==> config.mk <==
export PLATFORM = sky130hd
export DESIGN_NAME = rgb_brightness_rescale_top
export DESIGN_NICKNAME = d
export VERILOG_FILES = /design/src/design/rgbbr_pkg.sv /design/src/design/rgb_brightness_rescale_top.sv /design/src/design/rgbbr_front.sv /design/src/design/rgbbr_lane.sv /design/src/design/rgbbr_merge.sv
export SDC_FILE = /design/constraint.sdc
export NUM_CORES = 2
export LEC_CHECK = 0
export BUFFER_PORTS_ARGS = -buffer_cell sky130_fd_sc_hd__buf_2
export CELL_PAD_IN_SITES_DETAIL_PLACEMENT = 0
export CELL_PAD_IN_SITES_GLOBAL_PLACEMENT = 2
export CORE_AREA = 2 2 413 415
export DETAILED_ROUTE_END_ITERATION = 7
export DIE_AREA = 0 0 415 417
export PLACE_DENSITY_LB_ADDON = 0.12
export SETUP_SLACK_MARGIN = 0.5
export SLEW_MARGIN = 20
export SYNTH_ARGS = -nofsm -noshare
export SYNTH_HDL_FRONTEND = slang
export SYNTH_SLANG_ARGS = --single-unit
export TNS_END_PERCENT = 100
==> constraint.sdc <==
create_clock -name clk -period 5 [get_ports clk]
set_input_delay 0.75 -clock clk [delete_from_list [all_inputs] [get_ports clk]]
set_output_delay 0.75 -clock clk [all_outputs]
set_load 0.01 [all_outputs]
==> src/design/rgbbr_pkg.sv <==
// Types and constants shared by the brightness rescaler modules.
package rgbbr_pkg;

    localparam int CHAN_W  = 8;
    localparam int LVL_W   = 7;
    localparam int PROD_W  = LVL_W + CHAN_W;
    localparam int NUM_W   = PROD_W + CHAN_W;
    localparam int DEN_W   = 15;
    localparam int QUO_W   = CHAN_W;
    localparam int LANES   = 3;

    // One stage for the numerator, then one stage per quotient bit.
    localparam int LANE_DEPTH = QUO_W + 1;
    // Front register, lane stages and output register, counted start to strobe.
    localparam int LATENCY    = LANE_DEPTH + 2;

    typedef logic [CHAN_W-1:0] chan_t;
    typedef logic [LVL_W-1:0]  lvl_t;
    typedef logic [PROD_W-1:0] prod_t;
    typedef logic [NUM_W-1:0]  num_t;
    typedef logic [DEN_W-1:0]  den_t;

    localparam lvl_t LEVEL_MIN     = 7'd1;
    localparam lvl_t LEVEL_MAX     = 7'd100;
    localparam num_t FULL_SCALE    = 23'd255;
    localparam den_t PERCENT_SCALE = 15'd100;

endpackage

==> src/design/rgb_brightness_rescale_top.sv <==
// Top level of the RGB brightness rescaler.
//
// The block takes one 8-bit RGB pixel and a brightness level in percent and
// returns the pixel with the same channel ratios, scaled so that its largest
// channel becomes level/100 of full scale. The level is clamped to 1..100;
// a black pixel comes back as a grey of that brightness on all channels.
//
// Input: a beat is taken at each rising edge where start is high and busy is
// low. busy is high while rst_n is asserted and until the first clock edge
// after its release, so a new pixel may follow in every cycle.
// Output: done is high for exactly one cycle with red_out, green_out and
// blue_out valid; the receiver cannot hold results off and needs none.
//
// Throughput is one pixel per clock. The result passes the front stage
// (clamp, maximum, products), the numerator stage, the per-channel
// restoring divider with one quotient bit per stage, and the output
// register. Three identical lanes run side by side, one per channel.
// Reset clears every valid flag, so beats in flight at reset are dropped.
module rgb_brightness_rescale_top
(
    input  logic             clk,
    input  logic             rst_n,
    input  logic             start,
    output logic             busy,
    input  rgbbr_pkg::chan_t red_in,
    input  rgbbr_pkg::chan_t green_in,
    input  rgbbr_pkg::chan_t blue_in,
    input  rgbbr_pkg::chan_t level_percent,
    output logic             done,
    output rgbbr_pkg::chan_t red_out,
    output rgbbr_pkg::chan_t green_out,
    output rgbbr_pkg::chan_t blue_out
);

    logic                                    busy_reg;
    logic                                    accept;
    logic                                    front_vld;
    rgbbr_pkg::prod_t [rgbbr_pkg::LANES-1:0] prod;
    rgbbr_pkg::den_t                         den;
    rgbbr_pkg::chan_t [rgbbr_pkg::LANES-1:0] quo;
    logic [rgbbr_pkg::LANE_DEPTH-1:0]        vld_pipe_reg;
    logic [rgbbr_pkg::LANE_DEPTH-1:0]        vld_pipe_next;

    // Hold off input only while coming out of reset.
    always_ff @(posedge clk or negedge rst_n)
    begin
        if (!rst_n)
            busy_reg <= 1'b1;
        else
            busy_reg <= 1'b0;
    end

    assign busy   = busy_reg;
    assign accept = start && !busy_reg;

    rgbbr_front u_front
    (
        .clk           (clk),
        .rst_n         (rst_n),
        .accept        (accept),
        .red_in        (red_in),
        .green_in      (green_in),
        .blue_in       (blue_in),
        .level_percent (level_percent),
        .vld           (front_vld),
        .prod          (prod),
        .den           (den)
    );

    // The lanes carry payload only; this shift line tracks which of their
    // stages hold a live pixel.
    assign vld_pipe_next = {vld_pipe_reg[rgbbr_pkg::LANE_DEPTH-2:0], front_vld};

    always_ff @(posedge clk or negedge rst_n)
    begin
        if (!rst_n)
            vld_pipe_reg <= '0;
        else
            vld_pipe_reg <= vld_pipe_next;
    end

    for (genvar i = 0; i < rgbbr_pkg::LANES; i++)
    begin : g_lane
        rgbbr_lane u_lane
        (
            .clk  (clk),
            .prod (prod[i]),
            .den  (den),
            .quo  (quo[i])
        );
    end

    rgbbr_merge u_merge
    (
        .clk       (clk),
        .rst_n     (rst_n),
        .vld       (vld_pipe_reg[rgbbr_pkg::LANE_DEPTH-1]),
        .quo       (quo),
        .done      (done),
        .red_out   (red_out),
        .green_out (green_out),
        .blue_out  (blue_out)
    );

endmodule

==> src/design/rgbbr_front.sv <==
// Front stage: level clamp, largest channel and per-lane products.
module rgbbr_front
(
    input  logic                                         clk,
    input  logic                                         rst_n,
    input  logic                                         accept,
    input  rgbbr_pkg::chan_t                             red_in,
    input  rgbbr_pkg::chan_t                             green_in,
    input  rgbbr_pkg::chan_t                             blue_in,
    input  rgbbr_pkg::chan_t                             level_percent,
    output logic                                         vld,
    output rgbbr_pkg::prod_t [rgbbr_pkg::LANES-1:0]      prod,
    output rgbbr_pkg::den_t                              den
);

    logic                                    vld_reg;
    rgbbr_pkg::prod_t [rgbbr_pkg::LANES-1:0] prod_reg;
    rgbbr_pkg::prod_t [rgbbr_pkg::LANES-1:0] prod_next;
    rgbbr_pkg::den_t                         den_reg;
    rgbbr_pkg::den_t                         den_next;
    rgbbr_pkg::chan_t [rgbbr_pkg::LANES-1:0] chan;
    rgbbr_pkg::chan_t                        max_chan;
    rgbbr_pkg::chan_t                        mul_chan;
    rgbbr_pkg::lvl_t                         lvl;
    logic                                    max_zero;

    always_comb
    begin
        chan = {blue_in, green_in, red_in};

        if (level_percent < {1'b0, rgbbr_pkg::LEVEL_MIN})
            lvl = rgbbr_pkg::LEVEL_MIN;
        else if (level_percent > {1'b0, rgbbr_pkg::LEVEL_MAX})
            lvl = rgbbr_pkg::LEVEL_MAX;
        else
            lvl = level_percent[rgbbr_pkg::LVL_W-1:0];

        max_chan = red_in;
        if (green_in > max_chan)
            max_chan = green_in;
        if (blue_in > max_chan)
            max_chan = blue_in;
        max_zero = (max_chan == '0);

        // A black pixel turns into level/100 of full scale on every channel,
        // which is the ordinary ratio with both channel and maximum set to one.
        for (int i = 0; i < rgbbr_pkg::LANES; i++)
        begin
            mul_chan     = max_zero ? rgbbr_pkg::chan_t'(1) : chan[i];
            prod_next[i] = rgbbr_pkg::prod_t'(lvl) * rgbbr_pkg::prod_t'(mul_chan);
        end

        den_next = max_zero ? rgbbr_pkg::PERCENT_SCALE
                            : rgbbr_pkg::den_t'(max_chan) * rgbbr_pkg::PERCENT_SCALE;
    end

    always_ff @(posedge clk or negedge rst_n)
    begin
        if (!rst_n)
            vld_reg <= 1'b0;
        else
            vld_reg <= accept;
    end

    always_ff @(posedge clk)
    begin
        prod_reg <= prod_next;
        den_reg  <= den_next;
    end

    assign vld  = vld_reg;
    assign prod = prod_reg;
    assign den  = den_reg;

endmodule

==> src/design/rgbbr_lane.sv <==
// One channel lane: numerator stage and a pipelined restoring divider.
module rgbbr_lane
(
    input  logic             clk,
    input  rgbbr_pkg::prod_t prod,
    input  rgbbr_pkg::den_t  den,
    output rgbbr_pkg::chan_t quo
);

    rgbbr_pkg::num_t  rem_reg  [0:rgbbr_pkg::QUO_W-1];
    rgbbr_pkg::num_t  rem_next [1:rgbbr_pkg::QUO_W-1];
    rgbbr_pkg::num_t  rem_dif  [0:rgbbr_pkg::QUO_W-1];
    rgbbr_pkg::den_t  den_reg  [0:rgbbr_pkg::QUO_W-1];
    rgbbr_pkg::chan_t q_reg    [1:rgbbr_pkg::QUO_W];
    rgbbr_pkg::chan_t q_next   [1:rgbbr_pkg::QUO_W];
    rgbbr_pkg::num_t  num_next;
    rgbbr_pkg::num_t  dsh;
    logic [rgbbr_pkg::QUO_W-1:0] take;

    // Each stage settles one quotient bit, most significant first. The
    // quotient never exceeds full scale, so eight stages are exact.
    always_comb
    begin
        num_next = rgbbr_pkg::num_t'(prod) * rgbbr_pkg::FULL_SCALE;

        for (int s = 0; s < rgbbr_pkg::QUO_W; s++)
        begin
            dsh        = rgbbr_pkg::num_t'(den_reg[s]) << (rgbbr_pkg::QUO_W - 1 - s);
            take[s]    = (rem_reg[s] >= dsh);
            rem_dif[s] = rem_reg[s] - dsh;
        end

        for (int s = 1; s < rgbbr_pkg::QUO_W; s++)
            rem_next[s] = take[s-1] ? rem_dif[s-1] : rem_reg[s-1];

        q_next[1] = rgbbr_pkg::chan_t'(take[0]);
        for (int s = 2; s <= rgbbr_pkg::QUO_W; s++)
            q_next[s] = {q_reg[s-1][rgbbr_pkg::QUO_W-2:0], take[s-1]};
    end

    always_ff @(posedge clk)
    begin
        rem_reg[0] <= num_next;
        den_reg[0] <= den;
        for (int s = 1; s < rgbbr_pkg::QUO_W; s++)
        begin
            rem_reg[s] <= rem_next[s];
            den_reg[s] <= den_reg[s-1];
        end
        for (int s = 1; s <= rgbbr_pkg::QUO_W; s++)
            q_reg[s] <= q_next[s];
    end

    assign quo = q_reg[rgbbr_pkg::QUO_W];

endmodule

==> src/design/rgbbr_merge.sv <==
// Output stage: gathers the three lane quotients into one result beat.
module rgbbr_merge
(
    input  logic                                    clk,
    input  logic                                    rst_n,
    input  logic                                    vld,
    input  rgbbr_pkg::chan_t [rgbbr_pkg::LANES-1:0] quo,
    output logic                                    done,
    output rgbbr_pkg::chan_t                        red_out,
    output rgbbr_pkg::chan_t                        green_out,
    output rgbbr_pkg::chan_t                        blue_out
);

    logic                                    done_reg;
    rgbbr_pkg::chan_t [rgbbr_pkg::LANES-1:0] pix_reg;

    always_ff @(posedge clk or negedge rst_n)
    begin
        if (!rst_n)
            done_reg <= 1'b0;
        else
            done_reg <= vld;
    end

    always_ff @(posedge clk)
    begin
        pix_reg <= quo;
    end

    assign done      = done_reg;
    assign red_out   = pix_reg[0];
    assign green_out = pix_reg[1];
    assign blue_out  = pix_reg[2];

endmodule

==> summary.md <==
| Metric | Value |
|---|---|
| Total grt overflow | 0 |
| Top cells by area, synth | dfxtp_1 (34%), ha_1 (15%), fa_1 (12%), inv_1 (4.3%), xnor2_1 (3.5%) |
| Drt first pass iters | 5 |
| Final nets | 6515 |
| R2R depth | 15 |
| CP endpoint kind | flip-flop |
| Max reg flops | ~550 |
| WL/cell | approximately 18 microns |
| Number of synthesized flops with an enable pin | 0 |
| Reg2Reg Launch Point | u_front.prod[1] |
| Highest clock rate | around 140 MHz |
| Hold path depth | 2 |
| Layout cells sized above 1 | 0.165 |
| RSZ-0062 raised after global routing | yes |
| Synth warnings | 0 |
| Max-cap violations | 0 |
| Mux share of post-synthesis cell area | 0.0218 |
| Worst Skew | between 0.04 and 0.05 ns |
| Number of synthesized register bits | approximately 860 |
| Post-Syn Instances | about 5200 |
| Routed wl met3 | 3.04 mm |
| Count of pins over their slew limit | 0 |
| Critical Path Slowest Stage Cell | fa_1 |
| XOR/XNOR share of the synthesized area | 0.0614 |
| Bufs on Longest Clock Path | 3 |
| Reg-to-reg endpoint | g_lane[0].u_lane.rem_reg[0][22] |
| Vias in the first global route | between 30000 and 40000 |
| Crit-path most repeated cell | fa_1 |
| Largest net degree at the start of global routing | 29 |
| Post-Syn Nets | between 6000 and 7000 |
| Top Metal Used | met4 |
| Slew @ Worst Pin | ~0.96 ns |
| Detailed Place HPWL | 119 mm |
| Antenna violations before repair | 0 |
| Fill cell count | 17088 |
| Compound-gate portion of the synthesized area | 0.129 |
| Placer Congestion | ~0.81 |
| Sequential area share after synthesis | 0.343 |
| Worst-path fanout max | 5 |
| Worst Hold Class | primary input to flip-flop |
| Simple-gate share of the synthesized area | 0.125 |
| Final hold vios | 0 |
| Slew headroom | 0.349 |
| Area leader, netlist | dfxtp_1 |
| Global-route wire length before repair | between 200 and 250 mm |
| Largest family of logic cells by synthesized area | adder cells |
| Die X | between 400 and 500 microns |
| Tcrit/Tclk final | 1.40 |
| DR iter-0 viols | 1400 |
| Met1 Routed Length | between 50 and 60 mm |
| WHS Endpoint | u_front.vld |
| Violated checks | setup timing |
| Final core utilization | 0.362 |
| Worst setup margin | -2.02 ns |
| Number of diodes | 0 |
| Yosys top cell area share | 0.337 |
| Die ar. | between 150000 and 200000 sq um |
| Root buffer cell | clkbuf_16 |
| Adder-Cell Fraction of Synth Area | 0.269 |
| Worst Min Path Start | start |
| Drt total wl | approximately 140 mm |
| Status | complete, but fails checks |
| Rows | roughly 150 |
| Post-synth cell types | 94 |
| # setup viols final | 39 |
| Starting density of the core | 0.298 |
| Buffers & Inverters on Critical Path | 8 |
| PortBufs | 60 |
| CTS buffer count | roughly 100 |
| CTS H-Tree Depth | 3 |
| Kind of critical path | primary input to flip-flop |
| Mean Syn Cell Area | ~9.6 sq um |
| Vias | 35556 |
| Die Ht | 417 microns |
| Synth Flop Type | dfxtp_1 |
| Synth-to-layout area growth | 21.4% |
| Min Tclk post-route | between 7 and 8 ns |
| Crit-path max cell delay | around 0.54 ns |
| Reg clk slew, reported paths | 0.06 ns |
| GRT Resource Usage Total | 0.164 |
| Post-synth ARST share | 0.0140 |
| Vias per cell | ~4.5 |
| ANT nets after route | 0 |
| Std-Cell Core Area | 169000 sq um |
| Element type at the critical path start | primary input |
| Top Ports | approximately 60 |
| CTS tree | done |
| CP Data Required Time | 5.66 ns |
| Post-synthesis cell area | around 50000 sq um |
| CP Depth | 38 |
| Cell family with most CP delay | adder cells |
| Met2 wire length | 74.5 mm |
| Clock Latency Late Sink | ~0.75 ns |
| DRC violations left | 0 |
| # clock sinks | about 860 |
| Register-to-register setup slack | 0.54 ns |
| Arrival @ worst endpoint | between 7 and 8 ns |
[synth_stat cells (58+ instances only)]
cell	number
nand3_1	82
nor2_1	383
mux2_2	67
xnor2_1	201
a21oi_1	331
dfxtp_1	846
nand2_1	318
ha_1	589
nand2b_1	61
o21a_1	77
inv_1	581
nor2b_1	73
nor3_1	97
a21o_1	116
xor2_1	151
fa_1	306
o21ai_0	282
clkbuf_1	58
[layout by cell type (no fill, tap or decap), drive strengths merged, types with 151 or more instances in the layout]
| master | count |
|---|---|
| xnor2 | 201 |
| a21oi | 333 |
| xor2 | 151 |
| fa | 306 |
| nand2 | 321 |
| nor2 | 384 |
| o21ai | 288 |
| dfxtp | 846 |
| ha | 589 |
| buf | 354 |
| inv | 587 |
[worst max path at each step]
| stage | slack (ns) | endpoint | from |
|---|---|---|---|
| 6_report | -2.02 | u_front.prod[43] | red_in[3] |
| 5_1_grt | -2.31 | u_front.prod[28] | red_in[3] |
| 4_1_cts | -2.01 | u_front.prod[43] | red_in[3] |
| 3_5_place_dp | -2.98 | u_front.prod[13] | red_in[3] |
| 3_3_place_gp | -2.90 | u_front.prod[13] | red_in[3] |
| 2_1_floorplan | -2.52 | u_front.prod[44] | red_in[3] |
[layer usage]
metal	up-vias	track usage
li1	18515	-
met1	16474	0.186
met2	375	0.310
met3	192	0.0180
met4	0	0.0650
met5	-	0
[stage by stage]
stage	instance area (sq um)	instances	setup TNS [ns]	hold slack, ns	setup WS (ns)
after global placement	55400	7642	-91.64	0.310	-2.90
final	60900	7886	-53.00	0.271	-2.02
after detailed placement	55400	7642	-94.51	0.312	-2.98
after global routing	60900	7886	-63.51	0.257	-2.31
after CTS	60300	7874	-51.36	0.205	-2.01
after floorplan	50800	5202	-69.36	0.310	-2.52
[cell type report]
class / instances / area [sq um] / area share
tap: 2218 / 2780 / 0.0455
timing repair buffer: 355 / 2820 / 0.0462
sequential: 858 / 17300 / 0.284
clock buffer: 143 / 2970 / 0.0488
multi-input combinational: 3683 / 32200 / 0.529
inverter: 583 / 2210 / 0.0363
clock inverter: 46 / 641 / 0.0105
[timing repair]
item	4_1_cts	5_1_grt
endpoints found under the setup margin	60	63
pin swaps	108	73
endpoints found under the hold margin	11	0
resized for setup	223	127
gates cloned	1	0
hold buffers	1	0
buffers inserted	41	12
[logic make-up after synthesis]
logic type / after synthesis
and+or+nand+nor: 1284
xor gates and xnor gates: 352
muxes: 101
adders and majority gates: 895
other: 1
AOI/OAI and AO/OA: 1049
DFF: 858
buffers and inverters: 662
[worst reg2reg max path, stage by stage (launching register included)]
cell and delay (ns):
dfxtp_4 0.37, fa_2 0.41, fa_1 0.52, inv_2 0.04, fa_1 0.52, inv_1 0.05, fa_1 0.52, ha_4 0.22
and2_4 0.13, a311o_1 0.34, o22ai_4 0.23, o21ai_4 0.11, a311o_1 0.32, a221o_1 0.36, a21oi_2 0.15, xnor2_1 0.13
Power is not shown: default switching activity piles up to over one toggle a cycle in this logic, so the estimate is an artifact.
